### config.mk
export PLATFORM = sky130hd
export DESIGN_NAME = text_line_folder
export DESIGN_NICKNAME = d
export VERILOG_FILES = /design/src/rtl/tlf_pkg.sv /design/src/rtl/tlf_front.sv /design/src/rtl/tlf_back.sv /design/src/rtl/text_line_folder.sv
export SDC_FILE = /design/constraint.sdc
export NUM_CORES = 1
export LEC_CHECK = 0
export ABC_CLOCK_PERIOD_IN_PS = 7000
export BUFFER_PORTS_ARGS = -buffer_cell sky130_fd_sc_hd__clkbuf_2
export CORE_ASPECT_RATIO = 0.75
export CORE_MARGIN = 2
export CORE_UTILIZATION = 45
export CTS_CLUSTER_SIZE = 10
export DETAILED_ROUTE_END_ITERATION = 7
export SLEW_MARGIN = 20
export SYNTH_ARGS = -nofsm -noshare
export SYNTH_HDL_FRONTEND = slang
export SYNTH_SLANG_ARGS = --single-unit
export TNS_END_PERCENT = 5
### constraint.sdc
create_clock -name clk -period 7 [get_ports clk]
set_input_delay 0.35 -clock clk [delete_from_list [all_inputs] [get_ports clk]]
set_output_delay 0.35 -clock clk [all_outputs]
set_load 0.01 [all_outputs]
### src/rtl/tlf_pkg.sv
// Shared types, character codes and register helpers for the text line folder.
package tlf_pkg;

	localparam logic [7:0] CH_BLANK   = 8'h20;
	localparam logic [7:0] CH_HYPHEN  = 8'h2D;
	localparam logic [7:0] CH_NEWLINE = 8'h0A;
	localparam logic [7:0] CH_TAB     = 8'h09;

	localparam int LW_W = 6;
	localparam int TW_W = 5;

	localparam logic [LW_W-1:0] LW_RESET = 6'd30;
	localparam logic [TW_W-1:0] TW_RESET = 5'd4;
	localparam logic [LW_W-1:0] LW_MIN   = 6'd2;
	localparam logic [TW_W-1:0] TW_MIN   = 5'd1;
	localparam logic [TW_W-1:0] TW_MAX   = 5'd16;
	localparam int              LW_CAP   = 61;

	// register select, taken from address bit 2
	localparam logic REG_LINE_WIDTH = 1'b0;
	localparam logic REG_TAB_WIDTH  = 1'b1;

	typedef enum logic [1:0] {
		OP_CHAR,
		OP_NL,
		OP_TAB,
		OP_END
	} op_t;

	typedef struct packed {
		op_t        op;
		logic [7:0] ch;
	} cmd_t;

	typedef struct packed {
		logic [LW_W-1:0] eff_width;
		logic [TW_W-1:0] eff_tab;
		logic            tab_wr;
	} cfg_t;

	function automatic logic [LW_W-1:0] eff_width(input logic [LW_W-1:0] w,
			input logic [LW_W-1:0] top);
		logic [LW_W-1:0] r;
		if (w < LW_MIN) begin
			r = LW_MIN;
		end else if (w > top) begin
			r = top;
		end else begin
			r = w;
		end
		return r;
	endfunction

	function automatic logic [TW_W-1:0] eff_tab(input logic [TW_W-1:0] t);
		logic [TW_W-1:0] r;
		if (t < TW_MIN) begin
			r = TW_MIN;
		end else if (t > TW_MAX) begin
			r = TW_MAX;
		end else begin
			r = t;
		end
		return r;
	endfunction

endpackage

### src/rtl/tlf_front.sv
// Front end: accepts requests, classifies them and queues them for the back end.
module tlf_front import tlf_pkg::*; (
	input  logic       clk,
	input  logic       arst_n,
	input  logic [7:0] in_char,
	input  logic       end_of_input,
	input  logic       item_valid,
	output logic       item_stall,
	output logic       cmd_valid,
	output cmd_t       cmd,
	input  logic       cmd_take
);

	cmd_t       q_q [2];
	logic       wr_q;
	logic       rd_q;
	logic [1:0] cnt_q;
	cmd_t       cls;
	logic       push;

	always_comb begin
		cls.ch = in_char;
		if (end_of_input) begin
			cls.op = OP_END;
		end else if (in_char == CH_NEWLINE) begin
			cls.op = OP_NL;
		end else if (in_char == CH_TAB) begin
			cls.op = OP_TAB;
		end else begin
			cls.op = OP_CHAR;
		end
	end

	assign item_stall = (cnt_q == 2'd2);
	assign push       = item_valid && !item_stall;
	assign cmd_valid  = (cnt_q != 2'd0);
	assign cmd        = q_q[rd_q];

	always_ff @(posedge clk) begin
		if (push) begin
			q_q[wr_q] <= cls;
		end
	end

	always_ff @(posedge clk or negedge arst_n) begin
		if (!arst_n) begin
			wr_q  <= 1'b0;
			rd_q  <= 1'b0;
			cnt_q <= 2'd0;
		end else begin
			if (push) begin
				wr_q <= !wr_q;
			end
			if (cmd_take) begin
				rd_q <= !rd_q;
			end
			cnt_q <= 2'(cnt_q + {1'b0, push} - {1'b0, cmd_take});
		end
	end

endmodule

### src/rtl/tlf_back.sv
// Back end: line store, fold/flush sequencer and result queue.
module tlf_back import tlf_pkg::*; #(
	parameter int BUFFER_DEPTH = 64
) (
	input  logic       clk,
	input  logic       arst_n,
	input  cfg_t       cfg,
	input  logic       cmd_valid,
	input  cmd_t       cmd,
	output logic       cmd_take,
	output logic [7:0] out_char,
	output logic       last_of_run,
	output logic       result_valid,
	input  logic       result_stall
);

	localparam int AW = $clog2(BUFFER_DEPTH);
	localparam int XW = (AW > TW_W) ? AW : TW_W;

	typedef enum logic [3:0] {
		S_IDLE,
		S_RECALC,
		S_SCAN,
		S_CHK,
		S_EMIT,
		S_HYPH,
		S_NL,
		S_APPEND,
		S_TAB
	} state_t;

	state_t          state_q;
	op_t             op_q;
	logic [7:0]      ch_q;
	logic            fold_q;
	logic            hyph_q;
	logic [AW-1:0]   len_q;
	logic [AW-1:0]   idx_q;
	logic [AW-1:0]   cc_q;
	logic [AW-1:0]   lnb_q;   // one past the last non-blank column
	logic [AW-1:0]   scan_q;
	logic [AW-1:0]   rem_q;
	logic [3:0]      phase_q; // column count modulo tab spacing
	logic            stale_q; // phase needs recomputing after a tab width write

	logic [7:0]      mem [BUFFER_DEPTH];
	logic [7:0]      rd_data_q;

	logic            s1_valid_q;
	logic            s1_mem_q;
	logic [7:0]      s1_char_q;
	logic            s1_last_q;

	logic [7:0]      oq_char_q [2];
	logic            oq_last_q [2];
	logic            oq_wr_q;
	logic            oq_rd_q;
	logic [1:0]      oq_cnt_q;

	logic [AW-1:0]   w;
	logic [TW_W-1:0] t;
	logic [TW_W-1:0] ph_sum;
	logic [3:0]      ph_inc;
	logic [AW-1:0]   cc_inc;
	logic [XW-1:0]   rem_x;
	logic [XW-1:0]   t_x;
	logic            pop;
	logic [1:0]      occ;
	logic            credit;
	logic            issue;
	logic            issue_mem;
	logic [7:0]      issue_char;
	logic            issue_last;
	logic            mem_we;
	logic [AW-1:0]   mem_wa;
	logic [7:0]      mem_wd;
	logic            mem_re;
	logic [AW-1:0]   mem_ra;
	logic [7:0]      s1_data;

	assign w      = cfg.eff_width[AW-1:0];
	assign t      = cfg.eff_tab;
	assign ph_sum = TW_W'({1'b0, phase_q} + 5'd1);
	assign ph_inc = (ph_sum == t) ? 4'd0 : ph_sum[3:0];
	assign cc_inc = AW'(cc_q + AW'(1));
	assign rem_x  = XW'(rem_q);
	assign t_x    = XW'(t);

	assign pop    = result_valid && !result_stall;
	assign occ    = 2'(oq_cnt_q - {1'b0, pop} + {1'b0, s1_valid_q});
	assign credit = (occ < 2'd2);

	assign cmd_take = (state_q == S_IDLE) && cmd_valid && !stale_q;

	always_comb begin
		issue      = 1'b0;
		issue_mem  = 1'b0;
		issue_char = CH_NEWLINE;
		issue_last = 1'b0;
		mem_we     = 1'b0;
		mem_wa     = cc_q;
		mem_wd     = CH_BLANK;
		mem_re     = 1'b0;
		mem_ra     = idx_q;
		case (state_q)
			S_IDLE: begin
				if (cmd_take && cmd.op == OP_CHAR && cc_q < w) begin
					mem_we = 1'b1;
					mem_wd = cmd.ch;
				end
			end
			S_SCAN: begin
				mem_re = 1'b1;
				mem_ra = scan_q;
			end
			S_EMIT: begin
				if (idx_q != len_q && credit) begin
					issue     = 1'b1;
					issue_mem = 1'b1;
					mem_re    = 1'b1;
				end
			end
			S_HYPH: begin
				if (credit) begin
					issue      = 1'b1;
					issue_char = CH_HYPHEN;
				end
			end
			S_NL: begin
				if (credit) begin
					issue      = 1'b1;
					issue_last = !(fold_q && op_q == OP_NL);
				end
			end
			S_APPEND: begin
				mem_we = 1'b1;
				mem_wd = ch_q;
			end
			S_TAB: begin
				mem_we = 1'b1;
			end
			default: begin
			end
		endcase
	end

	// line store
	always_ff @(posedge clk) begin
		if (mem_we) begin
			mem[mem_wa] <= mem_wd;
		end
		if (mem_re) begin
			rd_data_q <= mem[mem_ra];
		end
	end

	// sequencer
	always_ff @(posedge clk or negedge arst_n) begin
		if (!arst_n) begin
			state_q <= S_IDLE;
			op_q    <= OP_CHAR;
			ch_q    <= 8'd0;
			fold_q  <= 1'b0;
			hyph_q  <= 1'b0;
			len_q   <= '0;
			idx_q   <= '0;
			cc_q    <= '0;
			lnb_q   <= '0;
			scan_q  <= '0;
			rem_q   <= '0;
			phase_q <= 4'd0;
			stale_q <= 1'b0;
		end else begin
			case (state_q)
				S_IDLE: begin
					if (cmd_valid && stale_q) begin
						rem_q   <= cc_q;
						state_q <= S_RECALC;
					end else if (cmd_take) begin
						op_q  <= cmd.op;
						ch_q  <= cmd.ch;
						idx_q <= '0;
						if (cmd.op == OP_END) begin
							len_q   <= cc_q;
							fold_q  <= 1'b0;
							hyph_q  <= 1'b0;
							state_q <= S_EMIT;
						end else if (cc_q >= w) begin
							fold_q <= 1'b1;
							if (lnb_q <= w) begin
								len_q   <= lnb_q;
								hyph_q  <= (lnb_q == w);
								state_q <= S_EMIT;
							end else begin
								scan_q  <= AW'(w - AW'(1));
								state_q <= S_SCAN;
							end
						end else begin
							fold_q <= 1'b0;
							hyph_q <= 1'b0;
							case (cmd.op)
								OP_NL: begin
									len_q   <= cc_q;
									state_q <= S_EMIT;
								end
								OP_TAB: begin
									state_q <= S_TAB;
								end
								default: begin
									cc_q    <= cc_inc;
									phase_q <= ph_inc;
									if (cmd.ch != CH_BLANK) begin
										lnb_q <= cc_inc;
									end
								end
							endcase
						end
					end
				end
				S_RECALC: begin
					if (rem_x >= t_x) begin
						rem_q <= AW'(rem_x - t_x);
					end else begin
						phase_q <= 4'(rem_x);
						stale_q <= 1'b0;
						state_q <= S_IDLE;
					end
				end
				S_SCAN: begin
					state_q <= S_CHK;
				end
				S_CHK: begin
					if (rd_data_q != CH_BLANK) begin
						len_q   <= AW'(scan_q + AW'(1));
						hyph_q  <= (scan_q == AW'(w - AW'(1)));
						state_q <= S_EMIT;
					end else if (scan_q == '0) begin
						len_q   <= '0;
						hyph_q  <= 1'b0;
						state_q <= S_EMIT;
					end else begin
						scan_q  <= AW'(scan_q - AW'(1));
						state_q <= S_SCAN;
					end
				end
				S_EMIT: begin
					if (idx_q == len_q) begin
						state_q <= hyph_q ? S_HYPH : S_NL;
					end else if (credit) begin
						idx_q <= AW'(idx_q + AW'(1));
					end
				end
				S_HYPH: begin
					if (credit) begin
						state_q <= S_NL;
					end
				end
				S_NL: begin
					if (credit) begin
						cc_q    <= '0;
						lnb_q   <= '0;
						phase_q <= 4'd0;
						stale_q <= 1'b0;
						if (fold_q) begin
							fold_q <= 1'b0;
							case (op_q)
								OP_NL:   state_q <= S_NL;
								OP_TAB:  state_q <= S_TAB;
								OP_CHAR: state_q <= S_APPEND;
								default: state_q <= S_IDLE;
							endcase
						end else begin
							state_q <= S_IDLE;
						end
					end
				end
				S_APPEND: begin
					cc_q    <= cc_inc;
					phase_q <= ph_inc;
					if (ch_q != CH_BLANK) begin
						lnb_q <= cc_inc;
					end
					state_q <= S_IDLE;
				end
				S_TAB: begin
					cc_q    <= cc_inc;
					phase_q <= ph_inc;
					if (ph_inc == 4'd0 || cc_inc == w) begin
						state_q <= S_IDLE;
					end
				end
				default: begin
					state_q <= S_IDLE;
				end
			endcase
			if (cfg.tab_wr) begin
				stale_q <= 1'b1;
			end
		end
	end

	// read stage: store data is registered and arrives in the cycle after the read
	always_ff @(posedge clk or negedge arst_n) begin
		if (!arst_n) begin
			s1_valid_q <= 1'b0;
		end else begin
			s1_valid_q <= issue;
		end
	end

	always_ff @(posedge clk) begin
		s1_mem_q  <= issue_mem;
		s1_char_q <= issue_char;
		s1_last_q <= issue_last;
	end

	assign s1_data = s1_mem_q ? rd_data_q : s1_char_q;

	// result queue, two entries
	always_ff @(posedge clk) begin
		if (s1_valid_q) begin
			oq_char_q[oq_wr_q] <= s1_data;
			oq_last_q[oq_wr_q] <= s1_last_q;
		end
	end

	always_ff @(posedge clk or negedge arst_n) begin
		if (!arst_n) begin
			oq_wr_q  <= 1'b0;
			oq_rd_q  <= 1'b0;
			oq_cnt_q <= 2'd0;
		end else begin
			if (s1_valid_q) begin
				oq_wr_q <= !oq_wr_q;
			end
			if (pop) begin
				oq_rd_q <= !oq_rd_q;
			end
			oq_cnt_q <= 2'(oq_cnt_q + {1'b0, s1_valid_q} - {1'b0, pop});
		end
	end

	assign result_valid = (oq_cnt_q != 2'd0);
	assign out_char     = oq_char_q[oq_rd_q];
	assign last_of_run  = oq_last_q[oq_rd_q];

endmodule

### src/rtl/text_line_folder.sv
// Text line folder: top level with APB register block, front end and back end.
//
// Folds a stream of character requests into lines of at most line_width columns.
// Each request carries one byte, or an end-of-input mark. Ordinary bytes are
// appended to a line store; a tab is expanded to blanks up to the next tab stop
// and never runs past the fold column. A newline, or the end of input, writes
// the buffered line out followed by a newline. When the store already holds a
// full line, the next byte first folds it: trailing blanks are dropped, a
// hyphen is added when the last column is non-blank, then a newline follows.
// Results leave one character per result request; last_of_run marks the final
// character that one input request caused, and a request that causes nothing
// yields no result. In the back end a tab writes one blank at a time, at most
// tab_width blanks in all; a newline, end of input or fold reads the line out
// character by character, as the line store has a single read port with
// registered data. After line_width is lowered below the last non-blank
// column, a fold searches the store backwards column by column through
// S_SCAN and S_CHK. After a tab_width write, the next request waits while
// the tab phase is recomputed. A two-entry request queue sits between front
// and back, and a two-entry result queue decouples the output, so either
// side may stall freely.
// Registers: line_width at byte address 0 (reset 30, clamped to 2..61 and to
// BUFFER_DEPTH-3), tab_width at address 4 (reset 4, clamped to 1..16). Write
// them only while the block is idle. No clearing pass is needed after reset.
module text_line_folder import tlf_pkg::*; #(
	parameter int BUFFER_DEPTH = 64
) (
	input  logic        clk,
	input  logic        arst_n,
	// configuration port
	input  logic        psel,
	input  logic        penable,
	input  logic        pwrite,
	input  logic [2:0]  paddr,
	input  logic [31:0] pwdata,
	output logic [31:0] prdata,
	output logic        pready,
	// request channel
	input  logic [7:0]  in_char,
	input  logic        end_of_input,
	input  logic        item_valid,
	output logic        item_stall,
	// result channel
	output logic [7:0]  out_char,
	output logic        last_of_run,
	output logic        result_valid,
	input  logic        result_stall
);

	// widest fold column: the smaller of LW_CAP and BUFFER_DEPTH-3
	localparam int              TOP_I = (BUFFER_DEPTH - 3 > LW_CAP) ? LW_CAP : BUFFER_DEPTH - 3;
	localparam logic [LW_W-1:0] W_TOP = LW_W'(TOP_I);

	logic [LW_W-1:0] lw_q;
	logic [TW_W-1:0] tw_q;
	logic            reg_wr;
	cfg_t            cfg;
	logic            cmd_valid;
	cmd_t            cmd;
	logic            cmd_take;

	assign pready = 1'b1;
	assign reg_wr = psel && penable && pwrite && pready;

	// register writes; address bit 2 selects the register
	always_ff @(posedge clk or negedge arst_n) begin
		if (!arst_n) begin
			lw_q <= LW_RESET;
			tw_q <= TW_RESET;
		end else if (reg_wr) begin
			case (paddr[2])
				REG_LINE_WIDTH: lw_q <= pwdata[LW_W-1:0];
				REG_TAB_WIDTH:  tw_q <= pwdata[TW_W-1:0];
				default: begin
				end
			endcase
		end
	end

	always_comb begin
		case (paddr[2])
			REG_LINE_WIDTH: prdata = {{(32-LW_W){1'b0}}, lw_q};
			REG_TAB_WIDTH:  prdata = {{(32-TW_W){1'b0}}, tw_q};
			default:        prdata = 32'd0;
		endcase
	end

	// clamped values; a tab width write also flags the tab phase as stale
	assign cfg.eff_width = eff_width(lw_q, W_TOP);
	assign cfg.eff_tab   = eff_tab(tw_q);
	assign cfg.tab_wr    = reg_wr && (paddr[2] == REG_TAB_WIDTH);

	tlf_front u_front (
		.clk          (clk),
		.arst_n       (arst_n),
		.in_char      (in_char),
		.end_of_input (end_of_input),
		.item_valid   (item_valid),
		.item_stall   (item_stall),
		.cmd_valid    (cmd_valid),
		.cmd          (cmd),
		.cmd_take     (cmd_take)
	);

	tlf_back #(
		.BUFFER_DEPTH (BUFFER_DEPTH)
	) u_back (
		.clk          (clk),
		.arst_n       (arst_n),
		.cfg          (cfg),
		.cmd_valid    (cmd_valid),
		.cmd          (cmd),
		.cmd_take     (cmd_take),
		.out_char     (out_char),
		.last_of_run  (last_of_run),
		.result_valid (result_valid),
		.result_stall (result_stall)
	);

endmodule

# Word-level counts from Yosys, hierarchy flattened

Memory sizes are Yosys's and may differ from the RTL's. A register that Yosys moved wholly into a read port is not among the register bits.
Cells that the tools add are included.

Output and inout bits: 44
RAM bits: 550
ROM bits: 0
Latch bits: 0
Memories: 4
Flip-flop bits (word level): 87

$add $sub $neg: 13
Equal/unequal tests: 52
Bitwise logic cells: 2
Reduce and logical (&&, ||, !) cells: 54
Div/mod/pow operators: 0
Order comparisons: 9
Mux-type cells: 108
Multiply operators: 0
Shift-type cells: 0

Memories:

| name             | words | bits a word | rd ports | clocked after memory_dff | write ports | line            | text |
|---|---|---|---|---|---|---|---|
| u_back.mem       | 64    | 8           | 1        | 1                        | 1           | tlf_back.sv:46  | `logic [7:0] mem [BUFFER_DEPTH];` |
| u_front.q_q      | 2     | 10          | 1        | 0                        | 1           | tlf_front.sv:14 | `cmd_t q_q [2];` |
| u_back.oq_char_q | 2     | 8           | 1        | 0                        | 1           | tlf_back.sv:54  | `logic [7:0] oq_char_q [2];` |
| u_back.oq_last_q | 2     | 1           | 1        | 0                        | 1           | tlf_back.sv:55  | `logic oq_last_q [2];` |

Operators with widths:

| cell                | count |
|---|---|
| $mux 6              | 38 |
| $mux 4              | 19 |
| $pmux 32 s2         | 1 |
| $pmux 6 s2          | 4 |
| $pmux 6 s3          | 2 |
| $pmux 4 s8          | 1 |
| $eq 6x6->1          | 4 |
| $ne 2x2->1 const B  | 12 |
| $ne 8x6->1 const B  | 3 |
| $mux 1              | 23 |
| $add 6x1->6 const B | 3 |
| $eq 4x3->1 const B  | 4 |
| $eq 8x4->1 const B  | 2 |
| $mux 8              | 2 |
| $ne 2x1->1 const B  | 8 |
| $pmux 4 s4          | 1 |
| $pmux 8 s2          | 1 |
| $reduce_and 8->1    | 2 |
| $reduce_and 7->1    | 2 |
| $logic_and 1x1->1   | 12 |
| $pmux 1 s2          | 6 |
| $pmux 4 s3          | 1 |
| $reduce_bool 2->1   | 6 |
| $sub 6x1->6 const B | 2 |
| 44 further kinds    | 79 |

# Depth between registers and ports, before layout

Depth after elaboration: 11
Mapped depth: 16
Gate-level depth less buffers: 13

# Hierarchy

A second synthesis with hierarchy kept.

Cell total of the unflattened synthesis: 2056
Area total of the unflattened synthesis: 27624.0 um2

Modules (own cells, without submodules):

| module           | sequential area each (um2) | instances | area an instance (um2) | cells an instance |
|---|---|---|---|---|
| tlf_back         | 17787.1                    | 1         | 25824.8                | 1921 |
| tlf_front        | 700.7                      | 1         | 973.4                  | 54 |
| text_line_folder | 281.5                      | 1         | 825.8                  | 81 |

# Least setup slack after synthesis

No wires, ideal clock.

Path kind: reg-to-reg
Start point: register lw_q[2]
End point: memory u_back.mem[0][0], data pin
Arrival time: 4807 ps
Path buffers: 2
Setup slack: 1492 ps
Data required time: 6298 ps
Stages on the path, launching flop included: 11
Cell sequence: dfstp_2 clkbuf_1 or3_1 a21oi_1 a21oi_1 ha_1 a21oi_1 o21ai_0 or4_1 buf_2 o21ai_0

Longest elaborated chain between the ends: 7
Elaborated cells on any way between the ends: 8
Those cells by class: order compare (3); mux (4); reduce/logical (1)

Ends and longest elaborated chain:

| element                    | line                   | text |
|---|---|---|
| from (decl)                | text_line_folder.sv:53 | `logic [LW_W-1:0] lw_q;` |
| from (signal assigned)     | text_line_folder.sv:71 | `REG_LINE_WIDTH: lw_q <= pwdata[LW_W-1:0];` |
| $gt 6x6->1                 | tlf_pkg.sv:46          | `end else if (w > top) begin` |
| $mux 6                     | tlf_pkg.sv:46          |  |
| $mux 6 (*)                 | tlf_pkg.sv:44          | `if (w < LW_MIN) begin` |
| $lt 6x6->1 (*)             | tlf_back.sv:107        | `if (cmd_take && cmd.op == OP_CHAR && cc_q < w) begin` |
| $logic_and 1x1->1 (*)      | tlf_back.sv:107        |  |
| $mux 8 (*)                 | tlf_back.sv:107        |  |
| $pmux 8 s2 (*)             | tlf_back.sv:105        | `case (state_q)` |
| named net u_back.mem_wd[0] | tlf_back.sv:76         | `logic [7:0] mem_wd;` |
| to (decl)                  | tlf_back.sv:46         |  |

The timed path passes the listed nets; every way through them passes the cells marked *.

# Final worst setup path

Start point: register u_back.state_q[0]
End point: memory u_back.mem[4][7] (enable)

Longest elaborated chain between the ends: 9
Elaborated cells on any way between the ends: 12
Those cells by class: eq/ne (2); mux (4); reduce/logical (6)

Ends and longest elaborated chain:

| element                          | line                            | text |
|---|---|---|
| from (decl)                      | tlf_back.sv:32                  | `state_t state_q;` |
| from (signal assigned)           | tlf_back.sv:248                 | `state_q <= hyph_q ? S_HYPH : S_NL;` |
| $logic_not 4->1                  | tlf_back.sv:93, tlf_back.sv:105 |  |
| $logic_and 1x1->1 (2 in a row)   | tlf_back.sv:93                  | `assign cmd_take = (state_q == S_IDLE) && cmd_valid && !stale_q;` |
| $logic_and 1x1->1 (2 in a row)   | tlf_back.sv:107                 |  |
| $mux 1                           | tlf_back.sv:107                 |  |
| $pmux 1 s2 (*)                   | tlf_back.sv:105                 |  |
| $mux 1 (*)                       | tlf_back.sv:149                 | `if (mem_we) begin` |
| $mux 1 (not written as such) (*) | tlf_back.sv:150                 | `mem[mem_wa] <= mem_wd;` |

Mark *: on every way between the ends. The rest lies on a longest branch, timed or not.

==> results.ini <==
[setup_path]
max_stage_delay_ps=1060
path_cells=nor4_4 > nand2_2 > or4_1 > o211ai_4 > nand4_4 > nor2_1
cp.arrival_ps=5010
crit_type=reg2reg
r2r-start=u_back.state_q[0]$_DFFE_PN0P_
cp_data_required_time_ps=7220
crit_buf_inv=0
endpoint_kind=flop
cp_top_family=simple AND/OR/NAND/NOR gates
critical_path.slowest_cell=or4_1
r2r_setup_slack_ps=2210
r2r_end=u_back.mem[4][7]$_DFFE_PP_
start_kind=flop
worst-r2r-cell-count=6
path_max_fanout=27

[sta]
rsz0062_at_grt=no
hold_viol=0
maxSlewHeadroom_pct=29.87
min_period_ps=4788
finalSetupTns_ps=0
finalCritPeriodShare_pct=68.40
fin_ws_ps=2212
tightest_slew_ps=1048
holdWs_ps=42.42
fmax_mhz=208.9
setup_viol=0
skew_ps=24.69
report.final.slew_viol_count=0

[placed_design]
post-place-ws_ps=2091
place_inst=2917
hpwl_um=45210
place_congestion=0.9060
port_buffers=39
placed_cell_area_um2=28700

[clock_network]
ctsLongestPathBuffers=3
clk_pin_slew_worst_paths_ps=60
numCtsBuffers=74
clock_latency_ps=620
cts_sinks=639
cts-htree-levels=3
post_cts_resized=0
cts.root.buffer_cell=clkbuf_16
cts_tree=yes
cts_setup_buffers=0

[power]
power.total_mw=12.30
peakVddDrop_mv=0.2125
p_leak_nw=10.85
powerDensity_nw_per_um2=397.3

[global_route]
grt_max_degree=130
gr-total-overflow=0
first_global_vias=17124
grt_antenna_before_repair=1
grt_pass1_wl_um=107400
grt_usage_pct=22.48

[floorplan]
pin_count=95
die_area_um2=63780
die_y_um=219.2
num_rows=78
initial_utilization_pct=45.71
die_x_um=291.0
core_um2=60800

[synthesis]
synth-xor-area-share_pct=1.450
synth_edf_count=558
synth-simple-area-share_pct=12.86
synth_mux_area_share_pct=4.601
synth-compound-area-share_pct=8.649
syn_area_per_cell_um2=12.78
ys_seq_elements=639
syn_inst=2174
synthFlopType=edfxtp_1
yosysWarnings=0
synthArstFlopShare_pct=12.05
synthDistinctLibCells=79
synth_top_family_by_area=simple AND/OR/NAND/NOR gates
synthAdderAreaFrac_pct=1.513
syn-cell-area_um2=27790
seq_area_frac_synth_pct=67.54

[layout]
fin_nets=2291
fin_area_um2=30960
fin_cells=3044
mostFrequentLayoutCell=edfxtp_1
utilization_pct=50.92
syn2layout_area_growth_pct=11.41
drive_above_1_share_pct=11.51
layout_common_cells=edfxtp_1 (558), nand2_1 (421), nor2_1 (126)

[worst_hold_path]
min_to=u_front.q_q[0][8]$_DFFE_PP_
whs_path_depth=2
worstHoldStart=end_of_input
hp-class=in2reg

[detailed_routing]
dr.pass1.iters=6
ant_nets=0
drtIter0Drc=1797
viasPerCell=5.870
vias=17868
drc=0
avgRoutedWirePerCell_um=23.52
wirelength_um=71590

[run]
drv_cap=0

[status]
outcome=complete, no violations

[cell families (layout without fill, tap and decap cells)]
logic type                 after synthesis  in the layout
AOI/OAI and AO/OA                      372            372
xor gates and xnor gates                46             46
adders and majority gates               33             33
buffers and inverters                  190            232
DFF                                    639            639
muxes                                  102            102
other                                    2             30
and+or+nand+nor                        790            790
[layer usage]
metal	global-route usage (%)	vias up	routed length (um)
met5	0	-	0
met2	32.14	710	30320
li1	-	8068	-
met3	4.578	108	6050
met1	34.59	8982	33840
met4	6.269	0	1378
[power breakdown]
group          switching, mW  internal, mW  total [mW]
Clock                   1.45          2.01        3.46
Sequential             0.377          4.64        5.02
Combinational           2.56          1.26        3.82
[worst max-delay path by stage]
stage	startpoint	end	depth (start not counted)
after global routing	u_back.state_q[0]$_DFFE_PN0P_	u_back.mem[6][4]$_DFFE_PP_	6
after CTS	u_back.state_q[1]$_DFFE_PN0P_	u_back.rd_data_q[4]$_DFFE_PP_	9
final	u_back.state_q[0]$_DFFE_PN0P_	u_back.mem[4][7]$_DFFE_PP_	6
after global placement	u_back.state_q[1]$_DFFE_PN0P_	u_back.rd_data_q[4]$_DFFE_PP_	9
after detailed placement	u_back.state_q[1]$_DFFE_PN0P_	u_back.rd_data_q[4]$_DFFE_PP_	9
after floorplan	lw_q[2]$_DFFE_PN1P_	u_back.mem[0][0]$_DFFE_PP_	10
[layout make-up]
cell class | instances | area (um2)
fill | 5155 | 29840
sequential | 639 | 18770
multi-input combinational | 1370 | 8329
clock buffer | 105 | 2042
tap | 800 | 1001
timing repair buffer | 85 | 600.6
inverter | 37 | 138.9
clock inverter | 5 | 72.57
antenna | 3 | 7.507
[synthesized netlist by cell type, drive strengths merged (3+ instances only)]
master    n  area, um2
nor2b    10      62.56
dfrtp    72       1802
nand2b   14      102.6
nor4     11      96.34
mux2i    47      486.7
mux2     40      454.2
nor2    130      495.5
o21a      6      45.04
a311oi    9      78.83
buf     100      595.6
a221oi   36      315.3
inv      37      138.9
nand3   119      645.6
dfxtp     4      80.08
nand3b    4      30.03
o31ai     7      52.55
a32oi    24      210.2
a21o      5      37.54
xnor2    25      219.0
nand2   422       1587
edfxtp  558      16760
and2      9      56.30
dfstp     5      131.4
clkbuf   53      198.9
o22ai     9      56.30
o211ai    7      66.31
or4       5      37.54
and3     11      68.82
mux4     15      337.8
o41ai     3      26.28
or2       5      31.28
nor4b     3      41.29
a31oi    36      225.2
o221ai    5      43.79
a21oi   115      575.6
a22oi    12      90.09
a22o      3      26.28
xor2     21      183.9
o21ai    75      375.4
or3       7      43.79
nor3     17      90.09
o31a      4      35.03
nand4    18      142.6
ha       32      400.4
[what timing repair did]
action	4_1_cts	5_1_grt
endpoints found under the setup margin	0	0
endpoints found under the hold margin	47	0
hold buffers	13	0
[registers in the layout (all words and copies together), names as in the netlist, 4 cells and up]
register / cells
u_back.mem: 512
u_front.q_q: 20
u_back.oq_char_q: 16
u_back.ch_q: 8
u_back.rd_data_q: 8
lw_q: 6
u_back.cc_q: 6
u_back.idx_q: 6
u_back.len_q: 6
u_back.lnb_q: 6
u_back.rem_q: 6
u_back.scan_q: 6
tw_q: 5
u_back.phase_q: 4
u_back.state_q: 4
(Power assumes the default switching activity.)
